$ cat src/design/hbs_pkg.sv
package hbs_pkg;

    localparam int COORD_W   = 8;
    localparam int CHAN_W    = 8;
    localparam int HEIGHT_W  = 8;
    localparam int REG_W     = 9;
    localparam int CMD_W     = 2;
    localparam int SUM_OUT_W = 13;
    localparam int MEAN_W    = 16;
    localparam int FRAC_W    = 8;

    localparam int DEF_MAX_COLUMNS = 256;
    localparam int DEF_MAX_ROWS    = 256;
    localparam int DEF_RADIUS      = 2;

    localparam logic [REG_W-1:0] MAP_SIZE_RESET = 9'd256;

    // floor(s/3) for s <= 765 as (s * 683) >> 11.
    localparam int RGB_SUM_W  = 10;
    localparam int DIV3_MUL   = 683;
    localparam int DIV3_SHIFT = 11;
    localparam int DIV3_PW    = 20;

    typedef enum logic [CMD_W-1:0] {
        CMD_LOAD   = 2'd0,
        CMD_RAW    = 2'd1,
        CMD_SMOOTH = 2'd2
    } cmd_t;

    typedef enum logic {
        CFG_MAP_WIDTH  = 1'b0,
        CFG_MAP_LENGTH = 1'b1
    } cfg_index_t;

    typedef enum logic [2:0] {
        ST_IDLE,
        ST_LOAD,
        ST_SCAN,
        ST_DRAIN,
        ST_DIV,
        ST_WAIT
    } seq_state_t;

    typedef struct packed {
        logic [CMD_W-1:0]   cmd;
        logic [COORD_W-1:0] x;
        logic [COORD_W-1:0] y;
        logic [CHAN_W-1:0]  red;
        logic [CHAN_W-1:0]  green;
        logic [CHAN_W-1:0]  blue;
    } item_t;

    typedef struct packed {
        logic [HEIGHT_W-1:0]  cell_height;
        logic [SUM_OUT_W-1:0] window_sum;
        logic [MEAN_W-1:0]    smoothed;
        logic [HEIGHT_W-1:0]  peak_height;
    } result_t;

    function automatic logic [HEIGHT_W-1:0] rgb_to_height(
        input logic [CHAN_W-1:0] r,
        input logic [CHAN_W-1:0] g,
        input logic [CHAN_W-1:0] b
    );
        logic [RGB_SUM_W-1:0] s;
        logic [DIV3_PW-1:0]   p;
        s = RGB_SUM_W'(r) + RGB_SUM_W'(g) + RGB_SUM_W'(b);
        p = DIV3_PW'(s) * DIV3_PW'(DIV3_MUL);
        return p[DIV3_SHIFT +: HEIGHT_W];
    endfunction

endpackage

$ cat src/design/hbs_div.sv
module hbs_div #(
    parameter int DIVISOR = 25,
    parameter int N_W     = 21
) (
    input  logic           clk,
    input  logic           rst_n,
    input  logic           start,
    input  logic [N_W-1:0] dividend,
    output logic           valid,
    output logic [N_W-1:0] quotient
);

    import hbs_pkg::*;

    localparam longint RECIP = (longint'(1) << N_W) / DIVISOR;
    localparam int     M_W   = $clog2(RECIP + 1);
    localparam int     PW    = N_W + M_W;

    logic [PW-1:0]  prod_reg;
    logic [N_W-1:0] num_reg;
    logic           stage1_reg;
    logic           valid_reg;
    logic [N_W-1:0] quotient_reg;

    logic [M_W-1:0] q_est;
    logic [N_W-1:0] rem;
    logic [N_W-1:0] q_fix;

    // The truncated reciprocal undershoots by at most one, so a single
    // remainder check finishes the quotient.
    assign q_est = prod_reg[N_W +: M_W];

    always_comb
    begin
        rem   = num_reg - N_W'(q_est) * N_W'(DIVISOR);
        q_fix = (rem >= N_W'(DIVISOR)) ? N_W'(q_est) + N_W'(1) : N_W'(q_est);
    end

    always_ff @(posedge clk or negedge rst_n)
    begin
        if (!rst_n)
        begin
            stage1_reg <= 1'b0;
            valid_reg  <= 1'b0;
        end
        else
        begin
            stage1_reg <= start;
            valid_reg  <= stage1_reg;
        end
    end

    always_ff @(posedge clk)
    begin
        if (start)
        begin
            prod_reg <= PW'(dividend) * PW'(RECIP);
            num_reg  <= dividend;
        end
        if (stage1_reg)
        begin
            quotient_reg <= q_fix;
        end
    end

    assign valid    = valid_reg;
    assign quotient = quotient_reg;

endmodule

$ cat config.mk
export PLATFORM = sky130hd
export DESIGN_NAME = hbs_div
export DESIGN_NICKNAME = d
export VERILOG_FILES = /design/src/design/hbs_pkg.sv /design/src/design/hbs_div.sv
export SDC_FILE = /design/constraint.sdc
export NUM_CORES = 1
export LEC_CHECK = 0
export BUFFER_PORTS_ARGS = -buffer_cell sky130_fd_sc_hd__buf_4
export CAP_MARGIN = 0
export CORE_ASPECT_RATIO = 1.5
export CORE_MARGIN = 3
export CORE_UTILIZATION = 40
export DETAILED_ROUTE_END_ITERATION = 6
export HOLD_SLACK_MARGIN = 0.02
export PLACE_DENSITY_LB_ADDON = 0.05
export SYNTH_ARGS = -nofsm -noshare
export SYNTH_HDL_FRONTEND = slang
export SYNTH_SLANG_ARGS = --single-unit
$ cat constraint.sdc
create_clock -name clk -period 6.7 [get_ports clk]
set_clock_uncertainty 0.1 [all_clocks]
set_input_delay 0 -clock clk [delete_from_list [all_inputs] [get_ports clk]]
set_output_delay 0 -clock clk [all_outputs]
set_load 0.01 [all_outputs]
After elaboration in Yosys (flattened, before gate mapping)
Cells that the tools add are included.
{"block": "totals", "ram_bits": 0, "rom_bits": 0, "latchBits": 0, "ff_bits": 78, "word_cells": 12, "input_bits": 24, "memories": 0}
{"block": "op_classes", "n_eq_ne": 0, "multipliers": 2, "reduce_logical": 0, "mux": 1, "n_bitwise": 0, "add_sub_neg": 2, "order_cmp": 1, "shift": 0, "n_div": 0}
{"operator": "$mul A21 B16 Y37 const B", "count": 1}
{"operator": "$ge A21 B5 Y1 const B", "count": 1}
{"operator": "$mul A17 B5 Y21 const B", "count": 1}
{"operator": "$sub A21 B21 Y21", "count": 1}
{"operator": "$add A17 B1 Y18 const B", "count": 1}
{"operator": "$mux W17", "count": 1}

Longest topological paths before layout
{"block": "depth", "ltp_word": 4, "ltp_mapped": 23, "depth_no_buf": 23}

Least setup slack after synthesis
Ideal clock, no wire load.
{"block": "synth_path", "path_kind": "input to register", "startpoint": "in dividend[12]", "endpoint": "reg prod_reg[30], data pin", "slack_ns": 1.115, "stages": 23, "path_buffers": 0, "required_ns": 6.341, "arrival_ns": 5.226, "path_cell_list": "ha_1 > inv_1 > fa_1 > inv_1 > fa_1 > inv_1 > fa_1 > inv_1 > fa_1 > inv_1 > fa_1 > inv_1 > ha_1 > a211oi_1 > o211ai_1 > a211oi_1 > o21ba_2 > o211ai_1 > a31oi_1 > o21ai_0 > or2_2 > a21oi_1 > xnor2_1"}
{"block": "synth_between", "elab_chain_cells": 1}
{"element": "start, declared", "line_no": "hbs_div.sv:8", "text": "input logic [N_W-1:0] dividend,"}
{"element": "$mul A21 B16 Y37", "line_no": "hbs_div.sv:57", "text": "prod_reg <= PW'(dividend) * PW'(RECIP);"}
{"element": "end signal, assigned", "line_no": "hbs_div.sv:57"}
{"element": "end, declared", "line_no": "hbs_div.sv:19", "text": "logic [PW-1:0] prod_reg;"}
Every way passes these cells.
A chain may end at the register's enable or synchronous reset.

Final worst setup path
{"block": "layout_path", "startpoint": "in dividend[5]", "endpoint": "reg prod_reg[30], data pin"}
The elaborated chain is that of the path after synthesis.

==> out/metrics.cfg <==
[outcome]
status = complete, no violations

[synthesis]
syn_inst = 1160
ys_ff_latch = 58
synth_area_um2 = 11400
synth_edf_count = 56
yosysWarnings = 0
syn_area_per_cell_um2 = 9.86
async_flop_share_pct = 3.45
ys_seq_area_share_pct = 15.1
synth.distinct_cells = 54
synth_ff_type = edfxtp_1

[cts]
clock_sinks = 58
cts-root-buf = clkbuf_16
cts_inserted_buffers = 9
postCtsSetupBuffers = 0
cts-htree-levels = 3
clk-insertion-delay-late_ps = 350
clockBufferDepth = 2
clk_pin_slew_ps = 60
cts_tree = done

[finish]
final_common_cell = inv_1
antenna_cells = 0
layout-drive-gt1-share_pct = 5.84
nets = 1660
fillers = 2787
seq_area_um2 = 1730
largest_reg_flops = 21
syn_to_final_growth_pct = 11.1
instances_no_fill = 1579
multi_input_area_um2 = 8160
final_cell_mix = inv_1 (401), ha_1 (239), fa_1 (169), edfxtp_1 (56), buf_4 (43)

[placement]
hpwl_mm = 23.8
place_congestion = 0.854
dp_cells = 1539
io_buffers = 42

[setup_path]
start_kind = input port
critPathLaunch = dividend[5]
r2r_start = prod_reg[26]
end_kind = register
arrival_ps = 6260
crit_required_ps = 6710
worst-setup-path-type = in -> reg
crit_fanout = 8

[routing]
totalWireLength_mm = 27.0
wl_per_cell_um = 17.1
ant_nets = 0
first_iter_violations = 213
drt_pass1_iterations = 4
drc = 0
vias = 7515
vias_per_cell = 4.76

[die]
die-area_um2 = 30700
rows = 75
core_um2 = 28100
initial_core_util_pct = 40.8
dieWidth_um = 144
die_h_um = 213
io_pins = 46

[global_routing]
grt_max_degree = 40
groute.usage.overall_pct = 19.1
met2_usage_pct = 36.1
antenna_found_initial = 0
grt_util_met3_pct = 1.41
use_met1_pct = 22.2
grt_pass1_wl_mm = 44.2
busiest_layer = met2
grt_overflow = 0
grt_pass1_vias = 8289

[timing]
fin_crit_ps = 6250
rsz0062_at_grt = no
relSlewSlack_pct = 38.7
slew_violations = 0
max_clock_freq_ghz = 0.160
finalHoldViolCount = 0
hold-worst-slack_ps = 376
tns_ps = 0
finalSetupViolations = 0
finalCritPeriodShare_pct = 93.3
tightest_slew_ps = 919

[min_path]
hold_path_class = in -> reg
worstHoldStart = dividend[0]

[run]
timing.max_cap.violations = 0

[cell type report]
| cell class | instances | share of cell area, % |
|---|---|---|
| multi-input cells | 691 | 64.1 |
| clock buffers | 9 | 1.77 |
| well taps | 346 | 3.40 |
| inverters | 401 | 11.8 |
| clock inverters | 7 | 0.797 |
| repair buffers | 67 | 4.43 |
| flip-flops and latches | 58 | 13.6 |
[Yosys cell counts, types with 2 or more instances]
cell type,instances,area share [%]
nand3_1,15,0.66
xor2_1,22,1.7
o21a_1,6,0.39
edfxtp_1,56,15
o21ba_2,3,0.26
inv_1,401,13
buf_2,2,0.087
nand2b_1,5,0.27
nor2b_1,4,0.22
o22ai_1,3,0.16
a21o_1,9,0.59
a31oi_1,6,0.33
clkbuf_1,6,0.20
nor3b_1,3,0.20
a211oi_1,6,0.39
ha_1,239,26
nand3b_1,3,0.20
or2_2,2,0.11
a32oi_1,2,0.15
a21oi_1,29,1.3
xnor2_1,24,1.8
nand2_1,28,0.92
nor2_1,33,1.1
o2111ai_1,4,0.31
nor3_1,12,0.52
nor4b_1,2,0.15
o21ai_0,19,0.83
and3_1,3,0.16
buf_4,3,0.20
a221oi_1,2,0.15
nand4_1,10,0.55
dfrtp_1,2,0.44
o211ai_1,6,0.39
mux2_2,2,0.20
fa_1,169,30
[routing by layer]
metal / part of all wire (%) / wire (um)
met2: 55 / 14900
met1: 40 / 10700
met3: 1.6 / 425
met4: 3.4 / 924
met5: 0 / 0
[metrics by stage]
step | setup WS [ps] | utilization [%] | cell area, um2
finish | 446 | 45.3 | 12700
global route | 27.4 | 45.3 | 12700
CTS | 253 | 45.3 | 12700
detailed placement | 440 | 43.3 | 12100
global placement | 515 | 43.3 | 12100
floorplan | 1110 | - | 11400
[path summary, 6_finish.rpt]
kind,depth (start not counted),slack [ps],endpoint
max in group asynchronous,3,5970,stage1_reg
hold reg to reg,1,610,quotient[15]
setup reg to reg,15,700,quotient[1]
min in group asynchronous,3,410,valid
setup / recovery,25,450,prod_reg[30]
hold / removal,2,380,num_reg[0]
[timing repair]
action,in CTS,in global routing
resized for setup,0,2
endpoints found under the hold margin,24,0
hold buffers,24,0
setup endpoints to repair,0,2
[kinds of logic after synthesis]
logic type,synth area share (%)
compound gates,6.21
xor+xnor,3.52
fa+ha+maj,55.7
buf+inv,13.7
flops,15.1
mux,0.284
other cells,0.0328
simple gates,5.38
[critical path, stage by stage]
cell,delay (ps)
dlygate4sd3_1,530
buf_4,190
inv_1,110
fa_1,520
inv_1,50
ha_1,230
fa_1,540
inv_1,50
fa_1,470
inv_1,50
fa_1,520
inv_1,50
fa_1,530
inv_1,40
ha_1,300
a211oi_1,260
o211ai_1,160
a211oi_2,290
o21ba_2,190
o211ai_1,160
a31oi_2,300
o21ai_0,150
or2_2,310
a21oi_1,180
xnor2_1,70
Power is not shown: default switching activity piles up to over one toggle a cycle in this logic, so the estimate is an artifact.
