`src/design/hbs_pkg.sv`:
```
package hbs_pkg;

    localparam int COORD_W   = 8;
    localparam int CHAN_W    = 8;
    localparam int HEIGHT_W  = 8;
    localparam int REG_W     = 9;
    localparam int CMD_W     = 2;
    localparam int SUM_OUT_W = 13;
    localparam int MEAN_W    = 16;
    localparam int FRAC_W    = 8;

    localparam int DEF_MAX_COLUMNS = 256;
    localparam int DEF_MAX_ROWS    = 256;
    localparam int DEF_RADIUS      = 2;

    localparam logic [REG_W-1:0] MAP_SIZE_RESET = 9'd256;

    // floor(s/3) for s <= 765 as (s * 683) >> 11.
    localparam int RGB_SUM_W  = 10;
    localparam int DIV3_MUL   = 683;
    localparam int DIV3_SHIFT = 11;
    localparam int DIV3_PW    = 20;

    typedef enum logic [CMD_W-1:0] {
        CMD_LOAD   = 2'd0,
        CMD_RAW    = 2'd1,
        CMD_SMOOTH = 2'd2
    } cmd_t;

    typedef enum logic {
        CFG_MAP_WIDTH  = 1'b0,
        CFG_MAP_LENGTH = 1'b1
    } cfg_index_t;

    typedef enum logic [2:0] {
        ST_IDLE,
        ST_LOAD,
        ST_SCAN,
        ST_DRAIN,
        ST_DIV,
        ST_WAIT
    } seq_state_t;

    typedef struct packed {
        logic [CMD_W-1:0]   cmd;
        logic [COORD_W-1:0] x;
        logic [COORD_W-1:0] y;
        logic [CHAN_W-1:0]  red;
        logic [CHAN_W-1:0]  green;
        logic [CHAN_W-1:0]  blue;
    } item_t;

    typedef struct packed {
        logic [HEIGHT_W-1:0]  cell_height;
        logic [SUM_OUT_W-1:0] window_sum;
        logic [MEAN_W-1:0]    smoothed;
        logic [HEIGHT_W-1:0]  peak_height;
    } result_t;

    function automatic logic [HEIGHT_W-1:0] rgb_to_height(
        input logic [CHAN_W-1:0] r,
        input logic [CHAN_W-1:0] g,
        input logic [CHAN_W-1:0] b
    );
        logic [RGB_SUM_W-1:0] s;
        logic [DIV3_PW-1:0]   p;
        s = RGB_SUM_W'(r) + RGB_SUM_W'(g) + RGB_SUM_W'(b);
        p = DIV3_PW'(s) * DIV3_PW'(DIV3_MUL);
        return p[DIV3_SHIFT +: HEIGHT_W];
    endfunction

endpackage

```
`src/design/hbs_seq.sv`:
```
module hbs_seq #(
    parameter int MAX_COLUMNS = 256,
    parameter int MAX_ROWS    = 256,
    parameter int RADIUS      = 2,
    localparam int AW         = $clog2(MAX_COLUMNS * MAX_ROWS),
    localparam int CELLS      = (2 * RADIUS + 1) * (2 * RADIUS + 1),
    localparam int SUM_W      = $clog2(CELLS * 255 + 1),
    localparam int N_W        = SUM_W + hbs_pkg::FRAC_W
) (
    input  logic                         clk,
    input  logic                         rst_n,
    input  logic                         start,
    input  hbs_pkg::item_t               item,
    input  logic [hbs_pkg::REG_W-1:0]    map_width,
    input  logic [hbs_pkg::REG_W-1:0]    map_length,
    output logic                         busy,
    output logic                         done,
    output hbs_pkg::result_t             result,
    output logic                         mem_en,
    output logic                         mem_we,
    output logic [AW-1:0]                mem_addr,
    output logic [hbs_pkg::HEIGHT_W-1:0] mem_wdata,
    input  logic [hbs_pkg::HEIGHT_W-1:0] mem_rdata,
    output logic                         div_start,
    output logic [N_W-1:0]               div_dividend,
    input  logic                         div_valid,
    input  logic [N_W-1:0]               div_quotient
);

    import hbs_pkg::*;

    localparam int SIDE  = 2 * RADIUS + 1;
    localparam int OFS_W = $clog2(SIDE);
    localparam int CXP_W = $clog2((2 ** COORD_W) + 2 * RADIUS);
    localparam int LIM_W = ((CXP_W > REG_W) ? CXP_W : REG_W) + 1;

    seq_state_t state_reg, state_next;

    logic [COORD_W-1:0]  x_reg, y_reg;
    logic [CHAN_W-1:0]   red_reg, green_reg, blue_reg;
    logic                smooth_reg;
    logic [OFS_W-1:0]    dx_reg, dx_next, dy_reg, dy_next;
    logic                rd_active_reg, rd_hit_reg, rd_center_reg;
    logic [SUM_W-1:0]    sum_reg;
    logic [HEIGHT_W-1:0] cell_reg;
    logic [HEIGHT_W-1:0] peak_reg, peak_next;
    result_t             result_reg, result_next;
    logic                done_reg, done_next;

    logic [REG_W-1:0]    cols_used, rows_used;
    logic [CXP_W-1:0]    cxp, cyp, cell_x, cell_y;
    logic [LIM_W-1:0]    x_lim, y_lim;
    logic                in_range, is_center, last_pos, accept;
    logic [HEIGHT_W-1:0] rd_word, cell_cur, height;

    assign accept = start && (state_reg == ST_IDLE);

    assign cols_used = (32'(map_width) > MAX_COLUMNS) ? REG_W'(MAX_COLUMNS) : map_width;
    assign rows_used = (32'(map_length) > MAX_ROWS) ? REG_W'(MAX_ROWS) : map_length;

    // Window positions are kept biased by RADIUS so that they stay unsigned.
    assign cxp    = CXP_W'(x_reg) + CXP_W'(dx_reg);
    assign cyp    = CXP_W'(y_reg) + CXP_W'(dy_reg);
    assign x_lim  = LIM_W'(cols_used) + LIM_W'(RADIUS);
    assign y_lim  = LIM_W'(rows_used) + LIM_W'(RADIUS);
    assign cell_x = cxp - CXP_W'(RADIUS);
    assign cell_y = cyp - CXP_W'(RADIUS);

    assign in_range = (LIM_W'(cxp) >= LIM_W'(RADIUS)) && (LIM_W'(cxp) < x_lim)
                   && (LIM_W'(cyp) >= LIM_W'(RADIUS)) && (LIM_W'(cyp) < y_lim);

    assign is_center = (dx_reg == OFS_W'(RADIUS)) && (dy_reg == OFS_W'(RADIUS));
    assign last_pos  = !smooth_reg
                    || ((dx_reg == OFS_W'(SIDE - 1)) && (dy_reg == OFS_W'(SIDE - 1)));

    assign rd_word  = rd_hit_reg ? mem_rdata : '0;
    assign cell_cur = rd_center_reg ? rd_word : cell_reg;
    assign height   = rgb_to_height(red_reg, green_reg, blue_reg);

    assign mem_addr     = AW'(cell_y) * AW'(MAX_COLUMNS) + AW'(cell_x);
    assign mem_wdata    = height;
    assign div_dividend = {sum_reg, FRAC_W'(0)};

    always_comb
    begin
        state_next  = state_reg;
        dx_next     = dx_reg;
        dy_next     = dy_reg;
        peak_next   = peak_reg;
        result_next = result_reg;
        done_next   = 1'b0;
        mem_en      = 1'b0;
        mem_we      = 1'b0;
        div_start   = 1'b0;

        unique case (state_reg)
            ST_IDLE:
            begin
                if (start)
                begin
                    if (item.cmd == CMD_LOAD)
                    begin
                        state_next = ST_LOAD;
                    end
                    else
                    begin
                        state_next = ST_SCAN;
                    end
                    // Raw queries and loads use only the center position.
                    if (item.cmd == CMD_SMOOTH)
                    begin
                        dx_next = '0;
                        dy_next = '0;
                    end
                    else
                    begin
                        dx_next = OFS_W'(RADIUS);
                        dy_next = OFS_W'(RADIUS);
                    end
                end
            end
            ST_LOAD:
            begin
                mem_en = in_range;
                mem_we = 1'b1;
                if (in_range && (height > peak_reg))
                begin
                    peak_next = height;
                end
                result_next.cell_height = height;
                result_next.window_sum  = '0;
                result_next.smoothed    = '0;
                result_next.peak_height = peak_next;
                done_next  = 1'b1;
                state_next = ST_IDLE;
            end
            ST_SCAN:
            begin
                mem_en = in_range;
                if (dy_reg == OFS_W'(SIDE - 1))
                begin
                    dy_next = '0;
                    dx_next = dx_reg + OFS_W'(1);
                end
                else
                begin
                    dy_next = dy_reg + OFS_W'(1);
                end
                if (last_pos)
                begin
                    state_next = ST_DRAIN;
                end
            end
            ST_DRAIN:
            begin
                if (smooth_reg)
                begin
                    state_next = ST_DIV;
                end
                else
                begin
                    result_next.cell_height = cell_cur;
                    result_next.window_sum  = '0;
                    result_next.smoothed    = '0;
                    result_next.peak_height = peak_reg;
                    done_next  = 1'b1;
                    state_next = ST_IDLE;
                end
            end
            ST_DIV:
            begin
                div_start  = 1'b1;
                state_next = ST_WAIT;
            end
            ST_WAIT:
            begin
                if (div_valid)
                begin
                    result_next.cell_height = cell_reg;
                    result_next.window_sum  = SUM_OUT_W'(sum_reg);
                    result_next.smoothed    = MEAN_W'(div_quotient);
                    result_next.peak_height = peak_reg;
                    done_next  = 1'b1;
                    state_next = ST_IDLE;
                end
            end
            default:
            begin
                state_next = ST_IDLE;
            end
        endcase
    end

    always_ff @(posedge clk or negedge rst_n)
    begin
        if (!rst_n)
        begin
            state_reg     <= ST_IDLE;
            dx_reg        <= '0;
            dy_reg        <= '0;
            peak_reg      <= '0;
            done_reg      <= 1'b0;
            rd_active_reg <= 1'b0;
            rd_hit_reg    <= 1'b0;
            rd_center_reg <= 1'b0;
        end
        else
        begin
            state_reg     <= state_next;
            dx_reg        <= dx_next;
            dy_reg        <= dy_next;
            peak_reg      <= peak_next;
            done_reg      <= done_next;
            rd_active_reg <= (state_reg == ST_SCAN);
            rd_hit_reg    <= (state_reg == ST_SCAN) && in_range;
            rd_center_reg <= (state_reg == ST_SCAN) && is_center;
        end
    end

    // Read data is registered in the memory and comes back in the cycle after
    // the address, so each beat of the scan is accumulated on the following cycle.
    always_ff @(posedge clk)
    begin
        result_reg <= result_next;
        if (accept)
        begin
            x_reg      <= item.x;
            y_reg      <= item.y;
            red_reg    <= item.red;
            green_reg  <= item.green;
            blue_reg   <= item.blue;
            smooth_reg <= (item.cmd == CMD_SMOOTH);
            sum_reg    <= '0;
            cell_reg   <= '0;
        end
        else if (rd_active_reg)
        begin
            sum_reg  <= sum_reg + SUM_W'(rd_word);
            cell_reg <= cell_cur;
        end
    end

    assign busy   = (state_reg != ST_IDLE);
    assign done   = done_reg;
    assign result = result_reg;

endmodule
```
`config.mk`:
```
export PLATFORM = sky130hd
export DESIGN_NAME = hbs_seq
export DESIGN_NICKNAME = d
export VERILOG_FILES = /design/src/design/hbs_pkg.sv /design/src/design/hbs_seq.sv
export SDC_FILE = /design/constraint.sdc
export NUM_CORES = 1
export LEC_CHECK = 0
export BUFFER_PORTS_ARGS = -buffer_cell sky130_fd_sc_hd__buf_4
export CAP_MARGIN = 20
export CORE_ASPECT_RATIO = 2
export CORE_MARGIN = 5
export CORE_UTILIZATION = 30
export DETAILED_ROUTE_END_ITERATION = 6
export SETUP_SLACK_MARGIN = 0.4
export SLEW_MARGIN = 30
export SYNTH_ARGS = -nofsm -noshare
export SYNTH_HDL_FRONTEND = slang
export SYNTH_SLANG_ARGS = --single-unit
```
`constraint.sdc`:
```
create_clock -name clk -period 7.8 [get_ports clk]
set_input_delay 1.56 -clock clk [delete_from_list [all_inputs] [get_ports clk]]
set_output_delay 1.56 -clock clk [all_outputs]
set_load 0.005 [all_outputs]
```
Yosys cells after proc, flatten, opt, wreduce, memory -nomap -nowiden --
Cells that the tools add are included.
Word-level totals: RAM bits 0, logic and storage cells 102, output and inout port bits 95, bits in read-only memories 0, bits in registers 128, bits in latches 0, memories kept 0
Operators by class: divide/modulo/power cells 0, $lt $le $gt $ge 7, reductions and logical operators 21, equal/unequal tests 15, bitwise logic cells 0, mux-type cells 26, shift operators 0, add/sub/neg operators 12, multipliers 1
Operator list (number):
- one-hot mux 45 bit (3 select lines) | 1
- two-way mux 45 bit | 2
- two-way mux 8 bit | 3
- two-way mux 3 bit | 7
- adder 9 x 2 -> 10 bit (second input constant) | 2
- less-than comparator 9 x 10 -> 1 bit | 2
- multiplier 10 x 10 -> 19 bit (second input constant) | 1
- adder 8 x 3 -> 9 bit | 2
- >= comparator 9 x 2 -> 1 bit (second input constant) | 2
- greater-than comparator 9 bit (second input constant) | 2
- two-way mux 9 bit | 2
- adder 16 x 9 -> 16 bit | 1
- one-hot mux 3 bit (5 select lines) | 1
- adder 13 x 8 -> 13 bit | 1
- == test 3 x 2 -> 1 bit (second input constant) | 4
- == test 3 bit (second input constant) | 4
- one-hot mux 3 bit (2 select lines) | 2
- adder 9 x 8 -> 10 bit | 1
- inequality test 2 bit (second input constant) | 5
- adder 8 x 8 -> 9 bit | 1
- logical AND 1 bit | 9
- AND reduction 3 bit | 3
- subtractor 9 x 2 -> 9 bit (second input constant) | 1
- greater-than comparator 8 bit | 1
- 15 further kinds | 22

Depth between registers and ports, before layout --
depth in word-level cells 10, mapped depth 36, gate-level depth less buffers 36

Least setup slack after synthesis --
No wires, ideal clock.
kind register to register, from register green_reg[1], to register result_reg (netlist bit result[2]) (data pin), required time 7.538 ns, period minus slack after synthesis 7.579 ns, stages on the path, launching flop included 35, path buffers 0, arrival 7.317 ns, slack 0.221 ns, setup time 0.262 ns, cells stage by stage edfxtp_1 inv_1 fa_1 inv_1 ha_1 inv_1 fa_1 nor2b_1 o21a_1 o21a_1 o21ai_0 nand2b_1 xor2_1 ha_1 ha_1 inv_1 fa_1 inv_1 fa_1 inv_1 fa_1 inv_1 ha_1 a2111oi_0 nand2_1 a41oi_1 xnor2_1 ha_1 nor2b_1 o21bai_1 a21oi_1 a211oi_1 a311oi_2 nand4_4 mux2_1
RTL lines:
- from (decl) | line hbs_seq.sv:40 | logic [CHAN_W-1:0] red_reg, green_reg, blue_reg;
- from (signal assigned) | line hbs_seq.sv:230 | green_reg <= item.green;
- to (signal assigned) | line hbs_seq.sv:224 | result_reg <= result_next;
- to (decl) | line hbs_seq.sv:47 | result_t result_reg, result_next;

Worst setup path after layout --
from register blue_reg[1], to output mem_wdata[6] (netlist bit)
Between the ends: longest elaborated chain between the ends 2
Ends and longest elaborated chain:
- from (decl) | line hbs_seq.sv:40
- from (signal assigned) | line hbs_seq.sv:231 | blue_reg <= item.blue;
- adder 9 x 8 -> 10 bit | line hbs_pkg.sv:67 | s = RGB_SUM_W'(r) + RGB_SUM_W'(g) + RGB_SUM_W'(b);
- multiplier 10 x 10 -> 19 bit | line hbs_pkg.sv:68 | p = DIV3_PW'(s) * DIV3_PW'(DIV3_MUL);
- to (decl) | line hbs_seq.sv:22 | output logic [hbs_pkg::HEIGHT_W-1:0] mem_wdata,
No other way between the ends.

==> impl_metrics.yaml <==
timing:
  max_freq_mhz: 124.3
  layout_min_cycle_time_ns: 8.043
  skew_ns: 0.008097
  slew_headroom: 0.4702
  finalCritPeriodShare: 1.031
  hold_viol_final: 0
  rsz0062_at_grt: "yes"
  slew_violations: 0
  setup_slack_ns: -0.2428
  worstMarginPinSlew_ns: 0.7895
  setup_viol: 24
synth:
  avgSynthCellArea_um2: 10.62
  yosysTopAreaCellShare: 0.2801
  synth_compound_area_frac: 0.1096
  synth.cell_area_um2: 9220
  synth_cell_types: 72
  synth-xor-area-share: 0.05957
  synthCells: 868
  yosysWarnings: 0
  synth-seq-area-share: 0.3827
  synth_top_family_by_area: "adder cells"
  post-synth-top-area-cell: "edfxtp_1"
  synthAdderAreaFrac: 0.2255
  yosys.area_share.simple: 0.1380
  synth_area_leaders: "edfxtp_1, ha_1, fa_1, dfrtp_1, dfxtp_1"
  synth_common_cells: "ha_1, inv_1, edfxtp_1, nor2_1, xnor2_1"
  ys.flop_type: "edfxtp_1"
  synth.area.mux_share: 0.02877
  async_flop_share: 0.1641
  ys_ff_latch: 128
  yosysMostFrequentCell: "ha_1"
  synth_edf_count: 86
global_routing:
  antenna_found_initial: 0
  grt_pass1_vias: 7847
  overflow: 0
  grt_first_pass_wirelength_um: 40190
  grt_use_total: 0.1517
  grt_max_degree: 46
detailed_routing:
  drt_first_pass_iters: 4
  drt_iter0_drc: 210
  drt-total-wl_um: 26130
  wl_per_cell_um: 17.51
  drc_errors: 0
  vias_per_cell: 4.837
  vias: 7217
  ant_nets: 0
critical_path:
  end_kind: "output port"
  critical_path_required_ns: 6.24
  r2r_slack_ns: -0.14
  rr_startpoint: "blue_reg[1]"
  r2r_cells: 37
  cp_common_cell: "ha_4"
  cp_slowest_cell: "fa_2"
  path_max_fanout: 4
  path_class: "reg2out"
  start_kind: "flop"
  endpoint: "mem_wdata[6]"
  crit_start: "blue_reg[1]"
  cp_slowest_stage_delay_ns: 0.63
  r2r-end: "result[1]"
  worstPathArrival_ns: 6.48
floorplan:
  io_pins: 188
  start_util: 0.3044
  placementRows: 90
  die_w_um: 134.0
  core_area_um2: 30290
  die_y_um: 257.9
  dieArea_um2: 34550
clock_network:
  clock_tree.buffer_depth: 2
  tritoncts: "yes"
  clock_sinks: 128
  postCtsHoldBufs: 0
  root_buffer: "clkbuf_16"
  cts_htree_levels: 4
  cts-buffers-inserted: 17
  worst_skew_pair.late_latency_ns: 0.43
  cts.clk_slew.worst_paths_ns: 0.06
status:
  violations: "negative setup slack"
  outcome: "finished with violations"
job:
  cap_viol_max_count: 0
place:
  gp_congestion: 0.8434
  portBuffers: 174
  hpwl_um: 20930
  postPlaceCellArea_um2: 11300
final_layout:
  fin_util: 0.4097
  area_growth_pct: 34.60
  fin_area_um2: 12410
  largest_register_ffs: 45
  num_antenna_cells: 0
  final_nets: 1351
  drive_above_1_share: 0.3238
worst_hold_path:
  whs_path_depth: 2
  hold_class: "reg2reg"
[cell usage in the layout (no fill, tap or decap), drive strengths merged, types with 16 or more instances in the layout]
master    n
buf     240
ha      115
inv     105
edfxtp   86
nor2     59
xnor2    45
nand2    38
a21oi    37
and3     36
fa       32
clkbuf   22
dfxtp    21
dfrtp    21
nand3    20
o21ai    19
nand2b   18
nor3     17
nor2b    17
mux2     17
a21o     16
xor2     16
[how the worst min path moves through the flow]
stage	start	end	slack [ns]
after floorplan	cell_reg[7]	cell_reg[7]	0.46
after global placement	cell_reg[1]	cell_reg[1]	0.46
after detailed placement	cell_reg[2]	cell_reg[2]	0.48
after CTS	cell_reg[7]	cell_reg[7]	0.49
after global routing	cell_reg[6]	cell_reg[6]	0.53
final	cell_reg[3]	cell_reg[3]	0.49
[final cells by class]
cell class / instances / area, um^2
clock buffers: 22 / 454.2
clock inverters: 10 / 111.4
fillers: 2911 / 17880
inverters: 104 / 390.4
multi-input cells: 620 / 5634
flip-flops and latches: 128 / 3528
well taps: 368 / 460.4
repair buffers: 240 / 1832
[kinds of logic (layout without fill, tap and decap cells)]
| group | Yosys count | count (layout) |
|---|---|---|
| simple gates | 241 | 241 |
| buf+inv | 127 | 376 |
| other cells | 1 | 8 |
| mux | 24 | 24 |
| xor+xnor | 61 | 61 |
| flops | 128 | 128 |
| compound gates | 139 | 139 |
| fa+ha+maj | 147 | 147 |
[layer usage]
metal / GRT usage / vias up / routed length [um]
met2: 0.3132 / 158 / 15450
met1: 0.1276 / 3463 / 8336
li1: - / 3542 / -
met5: 0 / - / 0
met3: 0.04051 / 54 / 1288
met4: 0.07237 / 0 / 1051
[per-stage QoR]
stage,worst slack [ns],cells,setup TNS [ns],hold slack [ns]
2_1_floorplan,0.4040,875,0,0.4558
3_3_place_gp,-0.1273,1433,-1.310,0.4645
3_5_place_dp,-0.1601,1433,-2.048,0.4764
4_1_cts,-0.2608,1485,-3.163,0.4897
5_1_grt,-0.4931,1492,-10.03,0.5295
6_report,-0.2428,1492,-3.276,0.4893
[repair_timing]
item,in CTS,in global routing
cloned,0,0
pin swaps,31,27
setup buffers,20,7
hold endpoints to repair,0,0
setup endpoints to repair,24,24
resized for setup,32,30
[critical path, delay by kind of cell (launching register included)]
family	cells	cell delay, ns
AOI/OAI and AO/OA	7	1.43
xor gates and xnor gates	1	0.13
adders and majority gates	9	2.96
buffers and inverters	11	1.04
DFF	1	0.38
and+or+nand+nor	1	0.11
Power is left out: the tool's default activity adds up to more than one toggle a clock period on the data nets, which glitch-free logic cannot reach.
